File: src/rtl/core/sid_pkg.sv
package sid_pkg;

    typedef enum logic [1:0] {
        ST_IDLE,
        ST_RUN,
        ST_FINISH,
        ST_DONE
    } t_state;

    typedef struct packed {
        logic load;
        logic step;
        logic finish;
    } t_cmd;

    typedef struct packed {
        logic zero_div;
        logic last;
    } t_status;

endpackage

File: src/rtl/core/sid_ctrl.sv
module sid_ctrl (
    input  logic            i_clk,
    input  logic            i_rst_n,
    input  logic            i_in_valid,
    input  logic            i_out_ready,
    input  sid_pkg::t_status i_status,
    output logic            o_in_ready,
    output logic            o_out_valid,
    output sid_pkg::t_cmd   o_cmd
);

    sid_pkg::t_state r_state;
    sid_pkg::t_state n_state;

    always_ff @(posedge i_clk) begin
        if (!i_rst_n) begin
            r_state <= sid_pkg::ST_IDLE;
        end else begin
            r_state <= n_state;
        end
    end

    always_comb begin
        n_state = r_state;
        unique case (r_state)
            sid_pkg::ST_IDLE: begin
                if (i_in_valid) begin
                    n_state = i_status.zero_div ? sid_pkg::ST_DONE : sid_pkg::ST_RUN;
                end
            end
            sid_pkg::ST_RUN: begin
                if (i_status.last) begin
                    n_state = sid_pkg::ST_FINISH;
                end
            end
            sid_pkg::ST_FINISH: begin
                n_state = sid_pkg::ST_DONE;
            end
            sid_pkg::ST_DONE: begin
                if (i_out_ready) begin
                    n_state = sid_pkg::ST_IDLE;
                end
            end
            default: n_state = sid_pkg::ST_IDLE;
        endcase
    end

    always_comb begin
        o_in_ready   = (r_state == sid_pkg::ST_IDLE);
        o_out_valid  = (r_state == sid_pkg::ST_DONE);
        o_cmd.load   = (r_state == sid_pkg::ST_IDLE) && i_in_valid;
        o_cmd.step   = (r_state == sid_pkg::ST_RUN);
        o_cmd.finish = (r_state == sid_pkg::ST_FINISH);
    end

endmodule

File: src/rtl/core/sid_datapath.sv
module sid_datapath #(
    parameter int DATA_WIDTH = 32
) (
    input  logic                         i_clk,
    input  logic                         i_rst_n,
    input  sid_pkg::t_cmd                i_cmd,
    input  logic signed [DATA_WIDTH-1:0] i_dividend,
    input  logic signed [DATA_WIDTH-1:0] i_divisor,
    output sid_pkg::t_status             o_status,
    output logic signed [DATA_WIDTH-1:0] o_quotient,
    output logic                         o_divide_by_zero
);

    localparam int CW = $clog2(DATA_WIDTH);

    logic [DATA_WIDTH-1:0] r_num;
    logic [DATA_WIDTH-1:0] r_den;
    logic [DATA_WIDTH-1:0] r_rem;
    logic                  r_neg;
    logic                  r_dbz;
    logic [CW-1:0]         r_cnt;
    logic [DATA_WIDTH-1:0] r_quotient;

    logic [DATA_WIDTH-1:0] w_num_mag;
    logic [DATA_WIDTH-1:0] w_den_mag;
    logic [DATA_WIDTH-1:0] w_shift;
    logic                  w_ge;
    logic [DATA_WIDTH-1:0] w_diff;

    // magnitude of the most negative value is exact as unsigned
    assign w_num_mag = i_dividend[DATA_WIDTH-1] ? (~i_dividend + 1'b1) : i_dividend;
    assign w_den_mag = i_divisor[DATA_WIDTH-1]  ? (~i_divisor + 1'b1)  : i_divisor;

    // remainder stays below the divisor, so its top bit is always clear
    assign w_shift = {r_rem[DATA_WIDTH-2:0], r_num[DATA_WIDTH-1]};
    assign w_ge    = (w_shift >= r_den);
    assign w_diff  = w_shift - r_den;

    assign o_status.zero_div = (i_divisor == '0);
    assign o_status.last     = (r_cnt == CW'(DATA_WIDTH - 1));

    always_ff @(posedge i_clk) begin
        if (!i_rst_n) begin
            r_cnt <= '0;
            r_dbz <= 1'b0;
        end else if (i_cmd.load) begin
            r_cnt <= '0;
            r_dbz <= (i_divisor == '0);
        end else if (i_cmd.step) begin
            r_cnt <= r_cnt + 1'b1;
        end
    end

    always_ff @(posedge i_clk) begin
        if (i_cmd.load) begin
            r_num      <= w_num_mag;
            r_den      <= w_den_mag;
            r_rem      <= '0;
            r_neg      <= i_dividend[DATA_WIDTH-1] ^ i_divisor[DATA_WIDTH-1];
            r_quotient <= '0;
        end else if (i_cmd.step) begin
            // quotient bits shift in where dividend bits shift out
            r_num <= {r_num[DATA_WIDTH-2:0], w_ge};
            r_rem <= w_ge ? w_diff : w_shift;
        end else if (i_cmd.finish) begin
            priority if (r_neg) begin
                r_quotient <= ~r_num + 1'b1;
            end else if (r_num[DATA_WIDTH-1]) begin
                r_quotient <= {1'b0, {(DATA_WIDTH-1){1'b1}}};
            end else begin
                r_quotient <= r_num;
            end
        end
    end

    assign o_quotient       = r_quotient;
    assign o_divide_by_zero = r_dbz;

endmodule

File: src/rtl/core/signed_int_divider.sv
// signed integer divider, quotient truncated toward zero
// input channel: i_in_valid / o_in_ready with i_dividend and i_divisor;
// a transaction is taken at a rising edge with valid and ready both high
// output channel: o_out_valid / i_out_ready with o_quotient and
// o_divide_by_zero, exactly one result transaction per input transaction
// restoring shift-and-subtract, one quotient bit per cycle in one shared
// subtractor: a result is valid once the run and finish states are through,
// or directly from idle for a zero divisor (quotient 0, flag set)
// one item at a time: o_in_ready is high only while idle, so a new item
// is accepted only once the previous result transaction has completed
// most negative value over -1 saturates to the largest positive value
// a stalled receiver holds the result register and blocks new input
// until the result transaction completes
// synchronous active-low reset returns to idle with no result pending
module signed_int_divider #(
    parameter int DATA_WIDTH = 32
) (
    input  logic                         i_clk,
    input  logic                         i_rst_n,
    input  logic                         i_in_valid,
    output logic                         o_in_ready,
    input  logic signed [DATA_WIDTH-1:0] i_dividend,
    input  logic signed [DATA_WIDTH-1:0] i_divisor,
    output logic                         o_out_valid,
    input  logic                         i_out_ready,
    output logic signed [DATA_WIDTH-1:0] o_quotient,
    output logic                         o_divide_by_zero
);

    sid_pkg::t_cmd    w_cmd;
    sid_pkg::t_status w_status;

    sid_ctrl u_ctrl (
        .i_clk       (i_clk),
        .i_rst_n     (i_rst_n),
        .i_in_valid  (i_in_valid),
        .i_out_ready (i_out_ready),
        .i_status    (w_status),
        .o_in_ready  (o_in_ready),
        .o_out_valid (o_out_valid),
        .o_cmd       (w_cmd)
    );

    sid_datapath #(
        .DATA_WIDTH (DATA_WIDTH)
    ) u_datapath (
        .i_clk            (i_clk),
        .i_rst_n          (i_rst_n),
        .i_cmd            (w_cmd),
        .i_dividend       (i_dividend),
        .i_divisor        (i_divisor),
        .o_status         (w_status),
        .o_quotient       (o_quotient),
        .o_divide_by_zero (o_divide_by_zero)
    );

    a_no_overlap: assert property (@(posedge i_clk) disable iff (!i_rst_n)
        !(o_in_ready && o_out_valid))
        else $error("input accepted while a result is pending");

    a_dbz_zero: assert property (@(posedge i_clk) disable iff (!i_rst_n)
        (o_out_valid && o_divide_by_zero) |-> (o_quotient == '0))
        else $error("divide by zero result is not zero");

    a_nonzero_latency: assert property (@(posedge i_clk) disable iff (!i_rst_n)
        (i_in_valid && o_in_ready && (i_divisor != '0)) |=> !o_out_valid)
        else $error("result valid too early");

    a_zero_fast: assert property (@(posedge i_clk) disable iff (!i_rst_n)
        (i_in_valid && o_in_ready && (i_divisor == '0)) |=>
        (o_out_valid && o_divide_by_zero))
        else $error("zero divisor result missing");

endmodule
File: config.mk
export PLATFORM = sky130hd
export DESIGN_NAME = signed_int_divider
export DESIGN_NICKNAME = d
export VERILOG_FILES = /design/src/rtl/core/sid_pkg.sv /design/src/rtl/core/sid_ctrl.sv /design/src/rtl/core/sid_datapath.sv /design/src/rtl/core/signed_int_divider.sv
export SDC_FILE = /design/constraint.sdc
export NUM_CORES = 1
export LEC_CHECK = 0
export ABC_AREA = 1
export BUFFER_PORTS_ARGS = -buffer_cell sky130_fd_sc_hd__buf_2
export CORE_MARGIN = 1.5
export CORE_UTILIZATION = 54
export CTS_BUF_LIST = sky130_fd_sc_hd__clkbuf_8
export CTS_CLUSTER_SIZE = 12
export DETAILED_ROUTE_END_ITERATION = 8
export PLACE_DENSITY = 0.73
export RECOVER_POWER = 50
export SLEW_MARGIN = 20
export SYNTH_ARGS = -nofsm -noshare
export SYNTH_HDL_FRONTEND = slang
export SYNTH_SLANG_ARGS = --single-unit
export TNS_END_PERCENT = 100
File: constraint.sdc
create_clock -name i_clk -period 6 [get_ports i_clk]
set_input_delay 1.2 -clock i_clk [delete_from_list [all_inputs] [get_ports i_clk]]
set_output_delay 1.2 -clock i_clk [all_outputs]
set_load 0.02 [all_outputs]
After elaboration in Yosys (flattened, before gate mapping)

Cells that the tools add are included.

Add/sub/neg operators: 5
$lt $le $gt $ge: 1
Equal/unequal tests: 7
Mux-type cells: 12
Bitwise gates (word level): 6
Reductions and logical operators: 7

Operators by type and width:

| operator              | number |
|---|---|
| $mux 32               | 4 |
| $add 32x1->32 const B | 3 |
| $not 32->32           | 3 |
| $mux 31               | 3 |
| $ge 32x32->1          | 1 |
| $logic_not 32->1      | 1 |
| $sub 31x31->31        | 1 |
| $mux 2                | 4 |
| $pmux 2 s4            | 1 |
| $add 5x1->5 const B   | 1 |
| $eq 5x5->1 const B    | 1 |
| $eq 2x2->1 const B    | 2 |
| $ne 2x1->1 const B    | 2 |
| $reduce_and 3->1      | 1 |
| $eq 2x1->1 const B    | 1 |
| $logic_not 2->1       | 1 |
| $ne 2x2->1 const B    | 1 |
| $not 1->1             | 2 |
| $reduce_and 2->1      | 1 |
| $reduce_bool 2->1     | 1 |
| $reduce_or 2->1       | 1 |
| $logic_and 1x1->1     | 1 |
| $xor 1x1->1           | 1 |

Flip-flop bits (word level): 136
Bits of input ports: 68
Output and inout bits: 35
Word-level logic and storage cells: 47

Logic depth before layout (Yosys ltp)

Gate-level depths: netlist of the first run.

Depth in word-level cells: 4
Depth in mapped cells: 17
Depth with buffers taken out: 16

By module

Synthesis of the first run repeated with hierarchy kept, for this count alone.

Cell total of the unflattened synthesis: 1651
Area total of the unflattened synthesis: 10650.2 um^2

By module, submodules not included:

| module       | instances | cells each | area an instance (um^2) | seq. area each (um^2) |
|---|---|---|---|---|
| sid_datapath | 1         | 1622       | 10448.8                 | 3333.2 |
| sid_ctrl     | 1         | 29         | 201.4                   | 40.0 |

Least setup slack after synthesis of the first run

Ideal clock, no wire load.

Path type: input port to flip-flop
From: input i_in_valid
To: register u_datapath.r_num[0], enable pin
Setup time: 410 ps
Arrival time: 2657 ps
Data required time: 5590 ps
Setup slack: 2933 ps
Stages on the path: 5
Buffers on the path: 1
Cells stage by stage: nand2_1 -> clkinv_1 -> nor2_1 -> inv_1 -> clkbuf_1

Word-level cells in the longest chain between the ends: 2

RTL lines:

| what                               | RTL line                 | RTL |
|---|---|---|
| start: declaration                 | signed_int_divider.sv:20 | `input logic i_in_valid,` |
| $logic_and 1x1->1                  | sid_ctrl.sv:51           | `o_cmd.load = (r_state == sid_pkg::ST_IDLE) && i_in_valid;` |
| $reduce_bool 2->1 (no source line) | n/a                      |  |
| end signal: assignment             | sid_datapath.sv:56       | `r_num <= w_num_mag;` |
| end signal: assignment             | sid_datapath.sv:63       | `r_num <= {r_num[DATA_WIDTH-2:0], w_ge};` |
| end: declaration                   | sid_datapath.sv:16       | `logic [DATA_WIDTH-1:0] r_num;` |

No other way between the ends.
A chain may end at the register's enable or synchronous reset.

Worst setup path in the final report of the first run

From: input i_in_valid
To: register u_datapath.r_num[21], data pin

Word-level cells in the longest chain between the ends: 2

RTL lines:

| what              | RTL line           | RTL |
|---|---|---|
| $logic_and 1x1->1 | sid_ctrl.sv:51     |  |
| $mux 32           | sid_datapath.sv:55 | `if (i_cmd.load) begin` |

No other way between the ends.

==> results.cfg, run 1 <==
[status]
status = finished with violations
violations = capacitance limit, slew limit

[die]
start_util_pct = 55.0
die_w_um = 144
dieArea_um2 = 20700
coreArea_um2 = 19500
dieHeight_um = 144
pin_count = 103
rows = 51

[synth]
synth-seq-area-share_pct = 31.5
yosys.area_share.simple_pct = 37.0
yosys_register_bits = 136
synthXorXnorAreaFrac_pct = 4.50
synth_compound_area_share_pct = 9.79
synth_area_um2 = 10700
syn_inst = 1660
syn-mean-instance-area_um2 = 6.44
yosys_warnings = 0
yosysUniqueCellTypes = 49
synth_nets = 1770
synthAdderAreaFrac_pct = 4.98
muxShareOfSynthArea_pct = 0
synth_top_family_by_area = simple AND/OR/NAND/NOR gates

[setup_path]
r2r-start = u_ctrl.r_state[0]$_SDFFE_PN0P_
startpoint = i_in_valid
worstPathRequired_ns = 6.13
worstPathArrival_ns = 4.32
crit_path_start_kind = input pin
path_class = input pin to flop
path_max_fanout = 93
crit_path_end_kind = flop
r2r_cells = 8
r2r_end = u_datapath.r_num[21]$_DFFE_PP_
ff2ff_setup_slack_ns = 1.90
worstSetupEndpoint = u_datapath.r_num[21]$_DFFE_PP_

[cells_and_area]
fin_nets = 1855
area_growth_pct = 9.47
final_cell_count_no_fill = 2023
drive_gt1_share_pct = 8.48
finalInstanceArea_um2 = 11700
utilization_pct = 60.2
num_antenna_cells = 0

[sta]
fin_crit_ns = 4.19
report.final.slew_viol_count = 136
setup_viol_count_final = 0
maxSlewHeadroom_pct = -30.7
max_slew.worst_pin.slew_ns = 1.96
rsz0062_at_grt = no
fmax_mhz = 239
period_share_pct = 69.8
tns_ns = 0
hold_viol_final = 0
finClkSkew_ns = 0.0139

[cts]
post_cts_resized = 0
clock-sinks = 136
cts_tree = built
cts.htree.levels = 4
insertion_delay_ns = 0.45
cts_buffer_depth = 2
cts_buffers = 17
path_clk_slew_ns = 0.08
cts_setup_buffers = 0
holdBufCountCts = 0
cts_root_buf = clkbuf_8

[grt]
antenna_found_initial = 0
grt_first_pass_wirelength_um = 46300
grt-ovfl-total = 0
grt_usage_pct = 28.9
grt_pass1_vias = 9024
grt_max_degree = 94

[pwr]
power.leakage_nw = 5.77
total_power_mw = 3.06
ir_worst_vdd_v = 0.000196
power_density_nw_per_um2 = 262

[routing]
antenna_left = 0
wirelength_um = 29500
detail_route.first_pass.iterations = 5
drtIter0Drc = 893
num_vias = 10616
drc = 0
avgRoutedWirePerCell_um = 14.6
viasPerCell = 5.25

[place]
post-dp-hpwl_um = 23300
port_buffers = 102
dpl.cell_count = 1991
gp_congestion = 0.986
place_area_um2 = 11400

[flow_run]
max_cap_viol_count = 2

[worst_hold_path]
min_path_type = flop to flop
## Yosys cell counts (all sizes together)
library cell	number	area share, %
a211o	1	0.082
a21oi	62	3.0
a31o	1	0.082
a31oi	10	0.58
and2	4	0.23
buf	21	1.2
clkbuf	23	0.81
clkinv	8	0.28
dfxtp	71	13
edfxtp	65	18
fa	1	0.19
ha	41	4.8
inv	281	9.9
nand2	533	19
nand3	159	7.5
nand3b	21	1.5
nand4	21	1.2
nor2	138	5.5
nor3	25	1.3
nor4	4	0.23
o211ai	14	1.0
o21a	2	0.14
o21ai	80	4.0
o311ai	4	0.33
o31ai	5	0.35
o32ai	1	0.082
o41ai	1	0.082
or2	8	0.47
xnor2	18	1.5
xor2	37	3.0
## final cells by class
type | count | area, um2
well taps | 265 | 332
inverters | 289 | 1080
clock inverters | 14 | 134
fillers | 1982 | 7750
multi-input cells | 1191 | 6020
flip-flops and latches | 136 | 3370
clock buffers | 18 | 248
repair buffers | 110 | 519
## report_power, final
part	internal (mW)	switching, mW
clock network	0.376	0.360
logic	0.293	0.716
registers	1.18	0.136
total	1.85	1.21
## registers in the layout (all words and copies together), names as in the netlist
name	count
u_datapath.r_den	32
u_datapath.r_neg	1
u_ctrl.r_state	2
u_datapath.o_quotient	32
u_datapath.o_divide_by_zero	1
u_datapath.r_rem	31
u_datapath.r_cnt	5
u_datapath.r_num	32
## how the worst min path moves through the flow
stage / startpoint / to / slack (ns) / cells after the start
4_1_cts: u_datapath.o_quotient[6]$_SDFFE_PP0P_ / u_datapath.o_quotient[6]$_SDFFE_PP0P_ / 0.47 / 2
2_1_floorplan: u_datapath.r_rem[30]$_SDFFE_PP0P_ / u_datapath.r_rem[30]$_SDFFE_PP0P_ / 0.43 / 2
3_5_place_dp: u_datapath.o_quotient[6]$_SDFFE_PP0P_ / u_datapath.o_quotient[6]$_SDFFE_PP0P_ / 0.45 / 2
6_report: u_datapath.o_quotient[2]$_SDFFE_PP0P_ / u_datapath.o_quotient[2]$_SDFFE_PP0P_ / 0.47 / 2
3_3_place_gp: u_datapath.o_quotient[26]$_SDFFE_PP0P_ / u_datapath.o_quotient[26]$_SDFFE_PP0P_ / 0.45 / 2
5_1_grt: u_datapath.o_quotient[12]$_SDFFE_PP0P_ / u_datapath.o_quotient[12]$_SDFFE_PP0P_ / 0.49 / 2
## cell families (layout without fill, tap and decap cells)
logic type / after synthesis / count (layout)
XOR/XNOR: 55 / 55
buffers and inverters: 333 / 431
flip-flops: 136 / 136
adder cells (fa/ha/maj): 42 / 42
AND/OR/NAND/NOR: 913 / 913
AO/OA/AOI/OAI: 181 / 181
## metal layers
metal | track usage (%) | vias to the layer above | share of wire, %
li1 | - | 5459 | -
met1 | 45.8 | 4694 | 50
met2 | 39.2 | 438 | 39
met3 | 5.90 | 25 | 10
met4 | 6.71 | 0 | 1.2
met5 | 0 | - | 0
## placed cells by master, fill, tap and decap left out, types with 3 or more instances in the layout
cell type	synthesis	final
clkinv_2	0	4
o311ai_0	4	4
nand2_1	523	523
xor2_1	37	37
inv_1	277	279
and2_1	4	4
clkbuf_8	0	18
nor2_1	125	125
inv_2	4	5
nor4_1	4	4
o21ai_0	65	66
buf_4	0	6
clkbuf_1	23	37
clkinv_1	8	7
o21ai_2	4	3
xnor2_1	18	18
dfxtp_1	71	71
nor2_4	5	5
nand4_1	21	21
o21ai_1	10	10
ha_1	41	41
buf_2	10	66
edfxtp_1	65	65
a21oi_1	60	60
o211ai_1	13	13
nand3_1	157	157
o31ai_1	5	5
nor3_1	23	23
a31oi_1	10	10
nor2_2	7	7
or2_2	6	6
nand2_2	8	8
nand3b_1	21	21
## stage by stage
stage | setup slack [ns] | hold WS [ns]
final | 1.81 | 0.468
after global routing | 1.42 | 0.486
after CTS | 3.03 | 0.466
after detailed placement | 2.62 | 0.454
after global placement | 2.63 | 0.451
after floorplan | 2.93 | 0.432
## worst max-delay path: stages
cell,delay [ns]
buf_2,0.10
nand2_1,0.05
clkbuf_1,1.10
inv_2,0.06
clkbuf_2,1.04
nand3_1,0.58
o21ai_0,0.15
Note: power is estimated with default switching activity, not from simulation.
==> run 2: changes to the inputs <==
==> constraint.sdc (replaced) <==
create_clock -name i_clk -period 4.2 [get_ports i_clk]
set_input_delay 0.84 -clock i_clk [delete_from_list [all_inputs] [get_ports i_clk]]
set_output_delay 0.84 -clock i_clk [all_outputs]
set_load 0.02 [all_outputs]
==> results.cfg, run 2 (synthesis results as in run 1) <==
[cells_and_area]
final.fill_count = 1938
final_cell_count_no_fill = 2023
drive_gt1_share_pct = 8.13
fin_nets = 1855
multi_input_comb_area_um2 = 6010
final_common_cell = nand2_1
area_growth_pct = 9.87
regArea_um2 = 3370
num_antenna_cells = 0
layout_common_cells = nand2_1 (523), inv_1 (278), nand3_1 (157)

[pwr]
ir_worst_vdd_v = 0.000259
power.leakage_nw = 5.77
power_density_nw_per_um2 = 387
total_power_mw = 4.55

[setup_path]
crit_path_start_kind = flop
slowest_delay_ns = 0.94
crit_path_end_kind = flop
crit_path_top_delay_cell = clkbuf_1
path_class = flop to flop
cp_num_buf_inv = 3
cp_cell_sequence = inv_1 > ha_1 > clkbuf_1 > inv_1 > a31oi_1 > o21ai_0 > a21oi_1
path_delay_family = buffers and inverters
path_max_fanout = 29
cp_common_cell = inv_1
worstPathArrival_ns = 3.59
worstPathRequired_ns = 4.58

[sta]
tns_ns = 0
setup_viol_count_final = 0
max_slew.worst_pin.slew_ns = 1.61
fin_crit_ns = 3.21
finClkSkew_ns = 0.0160
report.final.slew_viol_count = 75
worst_slack_ns = 0.993
maxSlewHeadroom_pct = -7.44
period_share_pct = 76.4
rsz0062_at_grt = no
fmax_mhz = 312
hold_viol_final = 0

[cts]
cts_setup_buffers = 0
cts_root_buf = clkbuf_8
cts_tree = built
cts_buffer_depth = 2
cts_buffers = 17
holdBufCountCts = 0
post_cts_resized = 0
insertion_delay_ns = 0.48
clock-sinks = 136
path_clk_slew_ns = 0.09
cts.htree.levels = 4

[die]
die_w_um = 144
pin_count = 103
dieHeight_um = 144
coreArea_um2 = 19500
rows = 51
dieArea_um2 = 20700
start_util_pct = 55.0

[routing]
wirelength_um = 29300
drtIter0Drc = 1017
num_vias = 10663
avgRoutedWirePerCell_um = 14.5
drc = 0
detail_route.first_pass.iterations = 6
antenna_left = 0
viasPerCell = 5.27

[place]
gp_congestion = 0.959
dpl.cell_count = 1991
post-dp-hpwl_um = 22900
port_buffers = 102
placement.setup.worst_slack_ns = 1.39

[status]
violations = capacitance limit, slew limit
status = finished with violations

[grt]
grt_max_degree = 75
grt_first_pass_wirelength_um = 46500
grt_pass1_vias = 9231
grt_usage_pct = 29.1
antenna_found_initial = 0
grt-ovfl-total = 0

[worst_hold_path]
min_path_type = flop to flop

[flow_run]
max_cap_viol_count = 1
==> run 2: cell types whose count changed in the layout (fill, tap and decap cells not counted), moves of 2 or more <==
cell       change
buf_2          -3
bufinv_16      +2
clkbuf_1       +4
clkinv_2       -3
inv_4          -2
inv_6          +4
inv_8          +2
==> run 2: stage by stage <==
stage / util (%) / instance area (um2) / hold slack (ns)
finish: 60.4 / 11800 / 0.467
floorplan: - / 10700 / 0.432
global route: 60.4 / 11800 / 0.485
global placement: 58.5 / 11400 / 0.448
detailed placement: 58.5 / 11400 / 0.453
CTS: 60.8 / 11800 / 0.466
==> run 2: layer usage <==
layer / wire length [um] / up-vias / part of all wire [%] / GRT usage (%)
met1: 14300 / 4764 / 49 / 43.7
li1: - / 5447 / - / -
met2: 11900 / 415 / 41 / 41.8
met4: 569 / 0 / 1.9 / 8.70
met5: 0 / - / 0 / 0
met3: 2500 / 37 / 8.5 / 5.50
==> run 2: final cells by class <==
class / instances / area share [%]
Clock inverter: 15 / 1.80
Multi-Input combinational cell: 1191 / 51.1
Inverter: 289 / 9.23
Sequential cell: 136 / 28.7
Tap cell: 265 / 2.82
Clock buffer: 17 / 1.99
Timing Repair Buffer: 110 / 4.35
==> run 2: worst min-delay path: stages, from the launching register on <==
cell and delay [ns]:
dfxtp_1 0.32, nand2_1 0.06, a21oi_1 0.05
==> run 2: power by group <==
group          internal, mW  switching [mW]
registers              1.69           0.196
clock network         0.661           0.590
logic                 0.410            1.01
==> run 2: worst paths after layout <==
kind	from	to	slack (ns)	cells after the start
min	u_datapath.o_quotient[17]$_SDFFE_PP0P_	u_datapath.o_quotient[17]$_SDFFE_PP0P_	0.47	2
min reg2reg	u_datapath.o_quotient[17]$_SDFFE_PP0P_	u_datapath.o_quotient[17]$_SDFFE_PP0P_	0.47	2
max	u_ctrl.r_state[0]$_SDFFE_PN0P_	u_datapath.o_quotient[9]$_SDFFE_PP0P_	0.99	7
max reg2reg	u_ctrl.r_state[0]$_SDFFE_PN0P_	u_datapath.o_quotient[9]$_SDFFE_PP0P_	0.99	7
==> run 3: changes to the inputs <==
--- a/config.mk
+++ b/config.mk
@@ -12,7 +12,7 @@
 export CTS_BUF_LIST = sky130_fd_sc_hd__clkbuf_8
 export CTS_CLUSTER_SIZE = 12
 export DETAILED_ROUTE_END_ITERATION = 8
-export PLACE_DENSITY = 0.73
+export PLACE_DENSITY = 0.76
 export RECOVER_POWER = 50
 export SLEW_MARGIN = 20
 export SYNTH_ARGS = -nofsm -noshare
==> constraint.sdc (replaced) <==
create_clock -name i_clk -period 2.75 [get_ports i_clk]
set_input_delay 0.55 -clock i_clk [delete_from_list [all_inputs] [get_ports i_clk]]
set_output_delay 0.55 -clock i_clk [all_outputs]
set_load 0.02 [all_outputs]
==> results.cfg, run 3 (synthesis results as in run 1) <==
[place]
port_buffers = 102
gp_congestion = 0.976
post-dp-hpwl_um = 23500
place_area_um2 = 11500

[setup_path]
cp_cell_sequence = inv_1 > ha_1 > fa_1 > inv_1 > nand2_1 > nand2_1 > nand3_2 > nand2_2 > nand2_2 > nand3_2 > nand2_4 > nand2_4 > nand2_1 > o21ai_0
slowest_delay_ns = 0.41
crit_path_top_delay_cell = fa_1
crit_path_start_kind = flop
crit_path_end_kind = flop
r2r_cells = 14
path_class = flop to flop
path_max_fanout = 32
r2r_end = u_datapath.r_num[0]$_DFFE_PP_
path_delay_family = simple AND/OR/NAND/NOR gates
r2r-start = u_datapath.r_num[31]$_DFFE_PP_
worstPathArrival_ns = 2.83
cp_num_buf_inv = 2
ff2ff_setup_slack_ns = 0.24
worstPathRequired_ns = 3.06
cp_common_cell = nand2_1

[pwr]
power_frac_comb_pct = 31.7
power_density_nw_per_um2 = 583
pwr-share-seq_pct = 41.8
p_int_mw = 4.08
switchingPower_mw = 2.80
power.leakage_nw = 5.81
ir_worst_vdd_v = 0.000421
clkPwrFrac_pct = 26.6
swShare_pct = 40.7
total_power_mw = 6.88

[routing]
wirelength_um = 29900
viasPerCell = 5.30
avgRoutedWirePerCell_um = 14.7
drtIter0Drc = 928
antenna_left = 0
num_vias = 10783
detail_route.first_pass.iterations = 7
drc = 0

[die]
coreArea_um2 = 19500
die_w_um = 144
dieArea_um2 = 20700
dieHeight_um = 144
rows = 51
pin_count = 103
start_util_pct = 55.0

[cells_and_area]
layout_common_cells = nand2_1 (524), inv_1 (278), nand3_1 (157)
fin_nets = 1865
num_antenna_cells = 0
finalInstanceArea_um2 = 11800
drive_gt1_share_pct = 8.54
final_common_cell = nand2_1
area_growth_pct = 10.3

[sta]
fin_crit_ns = 2.51
setup_viol_count_final = 0
rsz0062_at_grt = no
max_slew.worst_pin.slew_ns = 1.24
maxSlewHeadroom_pct = 17.3
finClkSkew_ns = 0.0173
report.final.slew_viol_count = 0
fmax_mhz = 398
tns_ns = 0
hold_viol_final = 0
period_share_pct = 91.4

[worst_hold_path]
min_to = u_ctrl.r_state[1]$_SDFFE_PN0P_
worstHoldStart = i_rst_n
min_path_cells = 3
min_path_type = input pin to flop

[cts]
insertion_delay_ns = 0.46
path_clk_slew_ns = 0.09
cts_setup_buffers = 0
cts_buffer_depth = 2
cts_tree = built
post_cts_resized = 0
clock-sinks = 136
cts_buffers = 17
cts.htree.levels = 4
cts_root_buf = clkbuf_8
holdBufCountCts = 0

[grt]
grt_first_pass_wirelength_um = 47200
grt_max_degree = 44
grt_pass1_vias = 9303
grt_usage_pct = 29.3
grt-ovfl-total = 0
antenna_found_initial = 0

[status]
status = complete, no violations

[flow_run]
max_cap_viol_count = 0
## run 3: changes by cell type in the layout (fill, tap and decap cells not counted), moves of 2 or more
cell / previous run / this run
buf_4: 5 / 15
bufinv_16: 4 / 2
clkinv_8: 0 / 2
inv_8: 2 / 4
## run 3: worst min-delay path: stages
cell and delay (ns):
buf_2 0.11, inv_1 0.07, a21oi_1 0.04
## run 3: worst max-delay path by stage
stage	slack (ns)	endpoint	start	cells past startpoint
final	0.24	u_datapath.r_num[0]$_DFFE_PP_	u_datapath.r_num[31]$_DFFE_PP_	14
after global placement	0.31	u_datapath.r_num[0]$_DFFE_PP_	u_datapath.r_num[31]$_DFFE_PP_	14
after global routing	0.03	u_datapath.r_num[0]$_DFFE_PP_	u_datapath.r_num[31]$_DFFE_PP_	14
after CTS	0.24	u_datapath.r_num[0]$_DFFE_PP_	u_datapath.r_num[31]$_DFFE_PP_	14
after floorplan	0.12	u_datapath.r_num[0]$_DFFE_PP_	u_ctrl.r_state[0]$_SDFFE_PN0P_	7
after detailed placement	0.25	u_datapath.r_num[0]$_DFFE_PP_	u_datapath.r_num[31]$_DFFE_PP_	14
## run 3: area by class of cell
type | instances | area (um2)
clock inverter | 15 | 199
sequential | 136 | 3370
inverter | 289 | 1080
multi-input combinational | 1191 | 5990
clock buffer | 17 | 234
tap | 265 | 332
fill | 1896 | 7660
timing repair buffer | 120 | 588
## run 3: routing by layer
| metal | vias to the layer above | wire [um] | track usage (%) |
|---|---|---|---|
| met3 | 32 | 2510 | 5.13 |
| li1 | 5479 | - | - |
| met1 | 4859 | 14400 | 44.3 |
| met2 | 413 | 12500 | 42.2 |
| met4 | 0 | 528 | 8.27 |
| met5 | - | 0 | 0 |
## run 3: power by group through the flow
stage,clock network [mW],logic (mW),registers [mW]
floorplan,0,1.50,2.85
global placement,0,2.13,2.89
detailed placement,0,2.16,2.90
CTS,1.85,2.17,2.86
global route,1.93,2.44,2.91
finish,1.83,2.18,2.87
## run 3: through the flow
stage	util, %	hold WS, ns	instances	setup WS, ns
3_3_place_gp	58.9	0.447	2001	0.312
2_1_floorplan	-	0.432	1660	0.118
6_report	60.6	0.353	2033	0.236
4_1_cts	61.1	0.329	2033	0.238
5_1_grt	60.6	0.341	2033	0.0315
3_5_place_dp	58.9	0.450	2001	0.254
